===== config.mk =====
export PLATFORM = sky130hd
export DESIGN_NAME = dual_controller_glcd_write_sequencer
export DESIGN_NICKNAME = d
export VERILOG_FILES = /design/src/design/gcws_pkg.sv /design/src/design/dual_controller_glcd_write_sequencer.sv /design/src/design/gcws_front.sv /design/src/design/gcws_fifo.sv /design/src/design/gcws_back.sv
export SDC_FILE = /design/constraint.sdc
export NUM_CORES = 1
export LEC_CHECK = 0
export BUFFER_PORTS_ARGS = -buffer_cell sky130_fd_sc_hd__buf_4
export CAP_MARGIN = 20
export CORE_AREA = 2 2 199 123
export CTS_BUF_LIST = sky130_fd_sc_hd__clkbuf_8
export CTS_CLUSTER_SIZE = 20
export DETAILED_ROUTE_END_ITERATION = 10
export DIE_AREA = 0 0 201 125
export PLACE_DENSITY = 0.45
export RECOVER_POWER = 100
export SETUP_SLACK_MARGIN = 0.1
export SLEW_MARGIN = 20
export SYNTH_ARGS = -nofsm -noshare
export SYNTH_HDL_FRONTEND = slang
export SYNTH_SLANG_ARGS = --single-unit

===== constraint.sdc =====
create_clock -name clk -period 3.1 [get_ports clk]
set_input_delay 0.62 -clock clk [delete_from_list [all_inputs] [get_ports clk]]
set_output_delay 0.62 -clock clk [all_outputs]
set_load 0.01 [all_outputs]

===== src/design/gcws_pkg.sv =====
// Shared types and constants for the two-controller GLCD write sequencer.
`default_nettype none

package gcws_pkg;

  // Input item opcodes
  typedef enum logic [1:0] {
    OP_DATA = 2'd0,
    OP_CMD  = 2'd1,
    OP_GOTO = 2'd2,
    OP_RSVD = 2'd3
  } opcode_t;

  // Configuration register indexes
  typedef enum logic {
    REG_PAGE_BASE = 1'b0,
    REG_COL_BASE  = 1'b1
  } cfg_reg_t;

  // Chip select codes: bit 0 left half, bit 1 right half
  localparam logic [1:0] SEL_LEFT  = 2'b01;
  localparam logic [1:0] SEL_RIGHT = 2'b10;
  localparam logic [1:0] SEL_BOTH  = 2'b11;

  localparam logic [7:0] PAGE_LIMIT = 8'd7;
  localparam logic [7:0] COL_LIMIT  = 8'd127;
  localparam logic [2:0] PAGE_MAX   = 3'd7;
  localparam logic [6:0] COL_LAST   = 7'd127;
  localparam logic [6:0] COL_HALF   = 7'd64;

  // Most bus writes one item can produce
  localparam int MAX_WRITES = 3;

  typedef struct packed {
    logic [7:0] page_base;
    logic [7:0] col_base;
  } cfg_t;

  typedef struct packed {
    logic [1:0] sel;
    logic       is_data;
    logic [7:0] bus_byte;
  } bus_write_t;

  // One queued job: 1 to 3 bus writes, issued from wr[0] upward
  typedef struct packed {
    logic [1:0]                        count;
    bus_write_t [MAX_WRITES-1:0]       wr;
  } job_t;

  function automatic bus_write_t mk_write(logic [1:0] sel, logic is_data,
                                          logic [7:0] bus_byte);
    bus_write_t w;
    w.sel      = sel;
    w.is_data  = is_data;
    w.bus_byte = bus_byte;
    return w;
  endfunction

endpackage

`default_nettype wire


===== src/design/dual_controller_glcd_write_sequencer.sv =====
// Top level of the write sequencer for a 128x64 panel built from two 64-column controllers.
//
// Turns data, command and goto transactions into bus writes for a panel whose left
// controller holds columns 0..63 and right controller columns 64..127, and keeps the
// cursor (page 0..7, column 0..127). A goto clamps and stores the cursor and emits a
// set-page and a set-column write to the owning half; a command goes out unchanged; a
// data write goes out and advances the cursor, with an address re-send to the right
// half when a single-half write enters column 64 and to the left half after wrapping past
// column 127. Each input transaction yields one, two or three output transactions;
// out_last marks the final one. Opcode 3 is taken and dropped. Rate: the output side
// issues one bus write per cycle while out_stall is low; the front end takes a new item
// every cycle as long as the job queue (QUEUE_DEPTH entries) has room, and opcode 3
// takes no slot. With an empty queue, a taken item is first written into the queue and
// then loaded into the output register, which raises out_valid. Configuration writes
// (cfg_we) are expected only while the block is idle.
`default_nettype none

module dual_controller_glcd_write_sequencer #(
  parameter int QUEUE_DEPTH = 2
) (
  input  wire logic       clk,
  input  wire logic       rst_n,
  // configuration
  input  wire logic       cfg_we,
  input  wire logic       cfg_index,
  input  wire logic [7:0] cfg_data,
  // input transactions
  input  wire logic       in_valid,
  output logic            in_stall,
  input  wire logic [1:0] in_opcode,
  input  wire logic [7:0] in_value,
  input  wire logic [1:0] in_target,
  input  wire logic [7:0] in_page,
  input  wire logic [7:0] in_column,
  // output transactions, one per bus write
  output logic            out_valid,
  input  wire logic       out_stall,
  output logic            out_select_left,
  output logic            out_select_right,
  output logic            out_is_data,
  output logic [7:0]      out_bus_byte,
  output logic            out_last
);
  import gcws_pkg::*;

  cfg_t cfg_r;
  logic q_full;
  logic q_push;
  job_t q_job;
  logic q_pop;
  logic head_valid;
  job_t head_job;

  // Command base registers; reset to the controller's native set-page / set-column codes
  always_ff @(posedge clk) begin
    if (!rst_n) begin
      cfg_r.page_base <= 8'd184;
      cfg_r.col_base  <= 8'd64;
    end else if (cfg_we) begin
      case (cfg_reg_t'(cfg_index))
        REG_PAGE_BASE: cfg_r.page_base <= cfg_data;
        REG_COL_BASE:  cfg_r.col_base  <= cfg_data;
        default:       cfg_r           <= cfg_r;
      endcase
    end
  end

  // Front end: cursor tracking and job expansion
  gcws_front u_front (
    .clk       (clk),
    .rst_n     (rst_n),
    .cfg       (cfg_r),
    .in_valid  (in_valid),
    .in_stall  (in_stall),
    .in_opcode (in_opcode),
    .in_value  (in_value),
    .in_target (in_target),
    .in_page   (in_page),
    .in_column (in_column),
    .q_full    (q_full),
    .q_push    (q_push),
    .q_job     (q_job)
  );

  // Job queue decouples the two sides
  gcws_fifo #(
    .DEPTH (QUEUE_DEPTH)
  ) u_fifo (
    .clk        (clk),
    .rst_n      (rst_n),
    .push       (q_push),
    .push_job   (q_job),
    .pop        (q_pop),
    .full       (q_full),
    .head_valid (head_valid),
    .head_job   (head_job)
  );

  // Back end: one bus write per cycle while out_stall is low, into the output register
  gcws_back u_back (
    .clk              (clk),
    .rst_n            (rst_n),
    .head_valid       (head_valid),
    .head_job         (head_job),
    .pop              (q_pop),
    .out_valid        (out_valid),
    .out_stall        (out_stall),
    .out_select_left  (out_select_left),
    .out_select_right (out_select_right),
    .out_is_data      (out_is_data),
    .out_bus_byte     (out_bus_byte),
    .out_last         (out_last)
  );

`ifndef SYNTHESIS
  // writes of one job leave without gaps: the job stays at the queue head until its last write
  a_job_contiguous: assert property (@(posedge clk) disable iff (!rst_n)
    (out_valid && !out_last) |=> out_valid)
    else $error("bus write sequence broken before last write");

  // nothing can appear at the output without a queued job
  a_no_phantom: assert property (@(posedge clk) disable iff (!rst_n)
    (!head_valid && !out_valid) |=> !out_valid)
    else $error("output transaction without a queued job");

  // an accepted goto always lands in the queue
  a_goto_queued: assert property (@(posedge clk) disable iff (!rst_n)
    (in_valid && !in_stall && (in_opcode == OP_GOTO)) |=> head_valid)
    else $error("accepted goto not queued");
`endif

endmodule

`default_nettype wire


===== src/design/gcws_front.sv =====
// Front end: accepts items, tracks the cursor and expands each item into a job.
`default_nettype none

module gcws_front (
  input  wire logic          clk,
  input  wire logic          rst_n,
  input  wire gcws_pkg::cfg_t cfg,
  input  wire logic          in_valid,
  output logic               in_stall,
  input  wire logic [1:0]    in_opcode,
  input  wire logic [7:0]    in_value,
  input  wire logic [1:0]    in_target,
  input  wire logic [7:0]    in_page,
  input  wire logic [7:0]    in_column,
  input  wire logic          q_full,
  output logic               q_push,
  output gcws_pkg::job_t     q_job
);
  import gcws_pkg::*;

  logic [2:0] cursor_page_r, cursor_page_nxt;
  logic [6:0] cursor_col_r, cursor_col_nxt;
  logic       accept;
  opcode_t    op;
  logic [2:0] pg_c;
  logic [6:0] col_c;
  logic [2:0] pg_inc;
  logic       half_cross;
  logic [1:0] data_sel;

  assign in_stall = q_full;
  assign accept   = in_valid && !q_full;
  assign op       = opcode_t'(in_opcode);
  assign q_push   = accept && (op != OP_RSVD);

  assign pg_c   = (in_page > PAGE_LIMIT) ? PAGE_MAX : in_page[2:0];
  assign col_c  = (in_column > COL_LIMIT) ? COL_LAST : in_column[6:0];
  assign pg_inc = cursor_page_r + 3'd1;

  // single-half data write: right half is forced past column 63
  assign half_cross = (in_target != SEL_BOTH) && (cursor_col_r == COL_HALF);
  assign data_sel   = ((in_target != SEL_BOTH) && cursor_col_r[6]) ? SEL_RIGHT : in_target;

  always_comb begin
    q_job           = '0;
    cursor_page_nxt = cursor_page_r;
    cursor_col_nxt  = cursor_col_r;
    case (op)
      OP_GOTO: begin
        q_job.count = 2'd2;
        q_job.wr[0] = mk_write(col_c[6] ? SEL_RIGHT : SEL_LEFT, 1'b0,
                               cfg.page_base + {5'd0, pg_c});
        q_job.wr[1] = mk_write(col_c[6] ? SEL_RIGHT : SEL_LEFT, 1'b0,
                               cfg.col_base + {2'd0, col_c[5:0]});
        cursor_page_nxt = pg_c;
        cursor_col_nxt  = col_c;
      end
      OP_CMD: begin
        q_job.count = 2'd1;
        q_job.wr[0] = mk_write(in_target, 1'b0, in_value);
      end
      OP_DATA: begin
        if (half_cross) begin
          q_job.count = 2'd3;
          q_job.wr[0] = mk_write(SEL_RIGHT, 1'b0, cfg.page_base + {5'd0, cursor_page_r});
          q_job.wr[1] = mk_write(SEL_RIGHT, 1'b0, cfg.col_base);
          q_job.wr[2] = mk_write(data_sel, 1'b1, in_value);
        end else if (cursor_col_r == COL_LAST) begin
          q_job.count = 2'd3;
          q_job.wr[0] = mk_write(data_sel, 1'b1, in_value);
          q_job.wr[1] = mk_write(SEL_LEFT, 1'b0, cfg.page_base + {5'd0, pg_inc});
          q_job.wr[2] = mk_write(SEL_LEFT, 1'b0, cfg.col_base);
        end else begin
          q_job.count = 2'd1;
          q_job.wr[0] = mk_write(data_sel, 1'b1, in_value);
        end
        if (cursor_col_r == COL_LAST) begin
          cursor_col_nxt  = '0;
          cursor_page_nxt = pg_inc;
        end else begin
          cursor_col_nxt = cursor_col_r + 7'd1;
        end
      end
      default: begin
        q_job = '0;
      end
    endcase
  end

  always_ff @(posedge clk) begin
    if (!rst_n) begin
      cursor_page_r <= '0;
      cursor_col_r  <= '0;
    end else if (q_push) begin
      cursor_page_r <= cursor_page_nxt;
      cursor_col_r  <= cursor_col_nxt;
    end
  end

endmodule

`default_nettype wire


===== src/design/gcws_fifo.sv =====
// Short job queue between the front end and the bus sequencer.
`default_nettype none

module gcws_fifo #(
  parameter int DEPTH = 2
) (
  input  wire logic           clk,
  input  wire logic           rst_n,
  input  wire logic           push,
  input  wire gcws_pkg::job_t push_job,
  input  wire logic           pop,
  output logic                full,
  output logic                head_valid,
  output gcws_pkg::job_t      head_job
);
  import gcws_pkg::*;

  localparam int AW = (DEPTH > 1) ? $clog2(DEPTH) : 1;
  localparam int CW = $clog2(DEPTH + 1);
  localparam logic [AW-1:0] LAST_SLOT = AW'(DEPTH - 1);
  localparam logic [CW-1:0] FULL_CNT  = CW'(DEPTH);

  job_t          mem [DEPTH];
  logic [AW-1:0] wr_ptr_r, wr_ptr_nxt;
  logic [AW-1:0] rd_ptr_r, rd_ptr_nxt;
  logic [CW-1:0] cnt_r, cnt_nxt;

  assign full       = (cnt_r == FULL_CNT);
  assign head_valid = (cnt_r != '0);
  assign head_job   = mem[rd_ptr_r];

  always_comb begin
    wr_ptr_nxt = wr_ptr_r;
    rd_ptr_nxt = rd_ptr_r;
    cnt_nxt    = cnt_r;
    if (push) begin
      wr_ptr_nxt = (wr_ptr_r == LAST_SLOT) ? '0 : wr_ptr_r + AW'(1);
    end
    if (pop) begin
      rd_ptr_nxt = (rd_ptr_r == LAST_SLOT) ? '0 : rd_ptr_r + AW'(1);
    end
    if (push && !pop) begin
      cnt_nxt = cnt_r + CW'(1);
    end else if (pop && !push) begin
      cnt_nxt = cnt_r - CW'(1);
    end
  end

  always_ff @(posedge clk) begin
    if (push) begin
      mem[wr_ptr_r] <= push_job;
    end
  end

  always_ff @(posedge clk) begin
    if (!rst_n) begin
      wr_ptr_r <= '0;
      rd_ptr_r <= '0;
      cnt_r    <= '0;
    end else begin
      wr_ptr_r <= wr_ptr_nxt;
      rd_ptr_r <= rd_ptr_nxt;
      cnt_r    <= cnt_nxt;
    end
  end

endmodule

`default_nettype wire


===== src/design/gcws_back.sv =====
// Back end: issues the bus writes of the head job, one per cycle while out_stall is low, into an output register.
`default_nettype none

module gcws_back (
  input  wire logic           clk,
  input  wire logic           rst_n,
  input  wire logic           head_valid,
  input  wire gcws_pkg::job_t head_job,
  output logic                pop,
  output logic                out_valid,
  input  wire logic           out_stall,
  output logic                out_select_left,
  output logic                out_select_right,
  output logic                out_is_data,
  output logic [7:0]          out_bus_byte,
  output logic                out_last
);
  import gcws_pkg::*;

  logic       out_valid_r, out_valid_nxt;
  logic [1:0] idx_r, idx_nxt;
  bus_write_t wr_r;
  logic       last_r;
  logic       load;
  logic       is_last;
  bus_write_t cur;

  assign load    = head_valid && (!out_valid_r || !out_stall);
  assign cur     = head_job.wr[idx_r];
  assign is_last = (idx_r == head_job.count - 2'd1);
  assign pop     = load && is_last;

  always_comb begin
    idx_nxt       = idx_r;
    out_valid_nxt = out_valid_r && out_stall;
    if (load) begin
      out_valid_nxt = 1'b1;
      idx_nxt       = is_last ? '0 : idx_r + 2'd1;
    end
  end

  always_ff @(posedge clk) begin
    if (!rst_n) begin
      out_valid_r <= 1'b0;
      idx_r       <= '0;
    end else begin
      out_valid_r <= out_valid_nxt;
      idx_r       <= idx_nxt;
    end
  end

  always_ff @(posedge clk) begin
    if (load) begin
      wr_r   <= cur;
      last_r <= is_last;
    end
  end

  assign out_valid        = out_valid_r;
  assign out_select_left  = wr_r.sel[0];
  assign out_select_right = wr_r.sel[1];
  assign out_is_data      = wr_r.is_data;
  assign out_bus_byte     = wr_r.bus_byte;
  assign out_last         = last_r;

endmodule

`default_nettype wire

Word level (Yosys, flattened, before mapping). Memory sizes are Yosys's and may differ from the RTL's. A register that Yosys moved wholly into a read port is not among the register bits. Cells that the tools add are included.

Register bits after elaboration: 45. Bits in latches: 0. Memory bits (writable): 70. ROM bits: 0. Input bits: 42. Logic and storage cells: 89. Memories: 1.

Add/sub/neg operators: 12. $mul: 0. Divide/modulo/power cells: 0. Magnitude comparators: 3. Equality and inequality tests: 9. Shifts and indexed selects: 0. Mux-type cells: 27. Bitwise gates (word level): 1. Reductions and logical operators: 23.

Memories: u_fifo.mem (words 2, bits a word 35, rd ports 1, clocked after Yosys merged registers in 1, write ports 1, line gcws_fifo.sv:23) `job_t mem [DEPTH];`.

Operators by type and width (count): $mux 35 (1); $pmux 11 s3 (1); $add 8x3->8 (3); $bmux 11 s2 (1); $mux 11 (2); $pmux 11 s2 (1); $mux 21 (1); $eq 7x7->1 const B (2); $mux 7 (2); $pmux 7 s2 (1); $mux 2 (6); $logic_and 1x1->1 (9); $add 8x6->8 (1); $gt 8x3->1 const B (1); $gt 8x7->1 const B (1); $add 7x1->7 const B (1); $mux 1 (7); $mux 3 (2); $pmux 2 s3 (1); $pmux 3 s2 (1); $reduce_and 2->1 (3); $reduce_bool 2->1 (3); $logic_not 1->1 (5); $add 2x1->2 const B (2); other kinds (13) (17).

Depth between registers and ports, before layout.
Depth after elaboration: 8. Gate-level depth with buffers: 9. Mapped depth without buffers: 9.

By module. From an unflattened synthesis, not the netlist that was laid out.

Cell total of the unflattened synthesis: 537. Area, all modules: 6112.1 µm².

By module, submodules not included: gcws_fifo (instances 1, cells an instance 131, area an instance 2756.4 µm², seq. area each 2202.1 µm²); gcws_front (instances 1, cells an instance 267, area an instance 1941.9 µm², seq. area each 200.2 µm²); gcws_back (instances 1, cells an instance 70, area an instance 770.7 µm², seq. area each 420.4 µm²); dual_controller_glcd_write_sequencer (instances 1, cells an instance 69, area an instance 643.1 µm², seq. area each 320.3 µm²).

Least setup slack after synthesis. OpenSTA, ideal clock, no wires.

Kind: input to register. From: input in_opcode[1]. To: memory u_fifo.mem[0][0] (netlist name) (enable). Library setup time: 0.429 ns. Arrival time: 2.648 ns. Data required time: 2.671 ns. Path slack: 0.023 ns. Cell stages on the path: 3. Path through: clkbuf_1 a21oi_1 nor2b_1.

Word-level cells in the longest chain between the ends: 4.

Ends and longest elaborated chain: from (decl) (line dual_controller_glcd_write_sequencer.sv:30) `input wire logic [1:0] in_opcode,`; $ne 2x2->1 (line gcws_front.sv:34) `assign q_push = accept && (op != OP_RSVD);`; $logic_and 1x1->1 (line gcws_front.sv:34); named net q_push (line dual_controller_glcd_write_sequencer.sv:48) `logic q_push;`; $mux 1 (line gcws_fifo.sv:50) `if (push) begin`; $mux 1 (implied by the code) (line gcws_fifo.sv:51) `mem[wr_ptr_r] <= push_job;`; to (decl) (line gcws_fifo.sv:23).

The timed path passes the listed nets, and every way through them passes these cells.

==> flow_metrics.tcl <==
set metrics [dict create \
    run_status "complete, no violations" \
    cts_resized 0 \
    gp_congestion 0.813 \
    hpwl_um 11500 \
    crit_chain "clkbuf_4 -> or4_1 -> or3_1 -> ha_1 -> a21o_1 -> a21oi_1 -> clkbuf_1 -> xor2_1 -> o21ai_0" \
    drt_iter0_markers 241 \
    syn_nets 575 \
    ys_ff_latch 114 \
    power.density_nw_per_um2 695 \
    grt_max_degree 35 \
    hold_violations 0 \
    overflow 0 \
    vias 4134 \
    multi_input_area_um2 2400 \
    syn_area_um2 5710 \
    slew_headroom 0.369 \
    path_max_fanout 3 \
    cpPeakStageDelay_ns 0.55 \
    cts_tree "yes" \
    ys.warnings.count 0 \
    maxCapViolations 0 \
    power_leakage_uw 0.00251 \
    clkSinkCount 114 \
    synth.distinct_cells 52 \
    period_share 0.907 \
    layout_commonest_cell "edfxtp_1" \
    synth-edff-count 80 \
    nNetsFinal 633 \
    fin_cells 903 \
    antenna_found_initial 0 \
    routed_wl_um 15300 \
    synth_seq_area_share 0.540 \
    avgSynthCellArea_um2 11.2 \
    synth.top_cell.area_share 0.420 \
    nFillCells 2472 \
    num_antenna_cells 0 \
    post-cts-setup-buffers 0 \
    mostFrequentLayoutCells "edfxtp_1 (80), nand2_1 (53), buf_4 (41)" \
    start_util 0.243 \
    p_total_uw 4750 \
    crit_required_ns 3.27 \
    post-route-drc-count 0 \
    routed_via_density 4.58 \
    crit_path_end_kind "flip-flop" \
    cts_hold_buffers 0 \
    coreArea_um2 23500 \
    htree_levels 4 \
    grtUsageTotal 0.124 \
    die_area_um2 25100 \
    hold_slack_ns 0.422 \
    grt_pass1_vias 4025 \
    seq_area_um2 3080 \
    final.min_clock_period_ns 2.81 \
    clk_path_buf_depth 2 \
    worstSetupPathType "in -> reg" \
    vdd_drop_max_mv 0.229 \
    dominantRegCellSynth "edfxtp_1" \
    min_path_type "in -> reg" \
    start_kind "primary input" \
    synthCells 510 \
    rsz0062_at_grt "false" \
    wl_per_cell_um 16.9 \
    cp.arrival_ns 2.98 \
    synth_area_leaders "edfxtp_1 (42%), dfxtp_1 (12%), mux4_2 (4.3%), ha_1 (4.2%), nand2_1 (3.5%)" \
    cp_slowest_cell "or4_1" \
    syn2layout_area_growth_pct 19.7 \
    clock-root-buffer "clkbuf_8" \
    clk-insertion-delay-late_ns 0.43 \
    drive_gt1_frac 0.167 \
    setup_viol 0 \
    cts-buffers-inserted 17 \
    first_pass_iters 7 \
    placementRows 44 \
    grt_pass1_wl_um 23600 \
    skew_ns 0.00967 \
    max_freq_mhz 356 \
    finalMaxSlewViolations 0 \
    die_x_um 201 \
    io_buffers 55 \
    dp.cells 871 \
    synthArstFlopShare 0 \
    die_h_um 125 \
    boundaryPins 56 \
    tightest_slew_ns 0.947 \
    yosys.area.top_type "edfxtp_1" \
    antenna_left 0 \
    ff2ff_setup_slack_ns 0.44 \
    clkTransAtPathRegs_ns 0.07 \
]
-- area by class of cell --
type / count / share of cell area
clock inverter: 15 / 0.0304
timing repair buffer: 66 / 0.0602
tap: 322 / 0.0589
sequential: 114 / 0.451
inverter: 28 / 0.0154
clock buffer: 17 / 0.0342
multi-input combinational: 341 / 0.350
-- kinds of logic (layout without fill, tap and decap cells) --
family                     Yosys count  in the layout  synth area share
buffers and inverters               55            126            0.0398
adders and majority gates           23             23            0.0556
DFF                                114            114             0.540
AOI/OAI and AO/OA                  124            124             0.138
muxes                               25             25            0.0679
and+or+nand+nor                    142            142             0.118
xor gates and xnor gates            27             27            0.0414
-- synth_stat cells (all sizes together), types with 13 or more instances --
library cell,count
dfxtp,34
o21ai,30
inv,28
mux2i,14
clkbuf,16
ha,19
o22ai,13
nand2,55
a21oi,31
nand3,23
xor2,16
nor2,26
edfxtp,80
-- layer usage --
| layer | track usage | wire length [um] | vias up |
|---|---|---|---|
| met5 | 0 | 0 | - |
| met3 | 0.0334 | 779 | 16 |
| met2 | 0.157 | 5910 | 104 |
| met4 | 0.0431 | 176 | 0 |
| li1 | - | - | 2004 |
| met1 | 0.195 | 8420 | 2010 |
-- through the flow --
| stage | TNS [ns] | util | setup WS [ns] | area (um2) |
|---|---|---|---|---|
| after floorplan | 0 | - | 0.232 | 5720 |
| after global placement | -0.0248 | 0.276 | -0.0124 | 6490 |
| after detailed placement | -0.128 | 0.276 | -0.0638 | 6490 |
| after CTS | 0 | 0.295 | 0.418 | 6930 |
| after global routing | 0 | 0.291 | 0.209 | 6840 |
| final | 0 | 0.291 | 0.289 | 6840 |
-- worst paths after layout --
| kind | startpoint | to | cells after the start |
|---|---|---|---|
| min | cfg_data[4] | cfg_r[12]$_SDFFE_PN1P_ | 3 |
| max | in_page[7] | u_fifo.mem[0][3]$_DFFE_PP_ | 9 |
| max reg2reg | u_front.cursor_page_r[1]$_SDFFE_PN0P_ | u_fifo.mem[1][14]$_DFFE_PP_ | 7 |
| min reg2reg | u_fifo.rd_ptr_r$_SDFFE_PN0P_ | flip-flop | 2 |
-- critical path, delay by kind of cell --
family / cells / cell delay, ns
compound gates: 3 / 0.69
fa+ha+maj: 1 / 0.31
simple gates: 2 / 0.97
buf+inv: 2 / 0.29
xor+xnor: 1 / 0.09
-- flip-flops by register name, summed over array words and instances (netlist names), named ones only --
register,count
u_back.out_bus_byte,8
u_back.out_select_right,1
u_fifo.cnt_r,2
u_front.cursor_page_r,3
u_back.out_is_data,1
u_back.out_last,1
u_back.out_select_left,1
u_back.idx_r,2
u_fifo.rd_ptr_r,1
u_fifo.wr_ptr_r,1
u_fifo.mem,68
u_front.cursor_col_r,7
cfg_r,16
u_back.out_valid,1
-- where the power goes --
part           total [uW]  internal, uW  leakage [uW]  switching, uW
Sequential           2100          1970       0.00104            130
Combinational        1110           464       0.00125            642
Clock                1550           886      0.000226            660
Note: power is estimated with default switching activity, not from simulation.
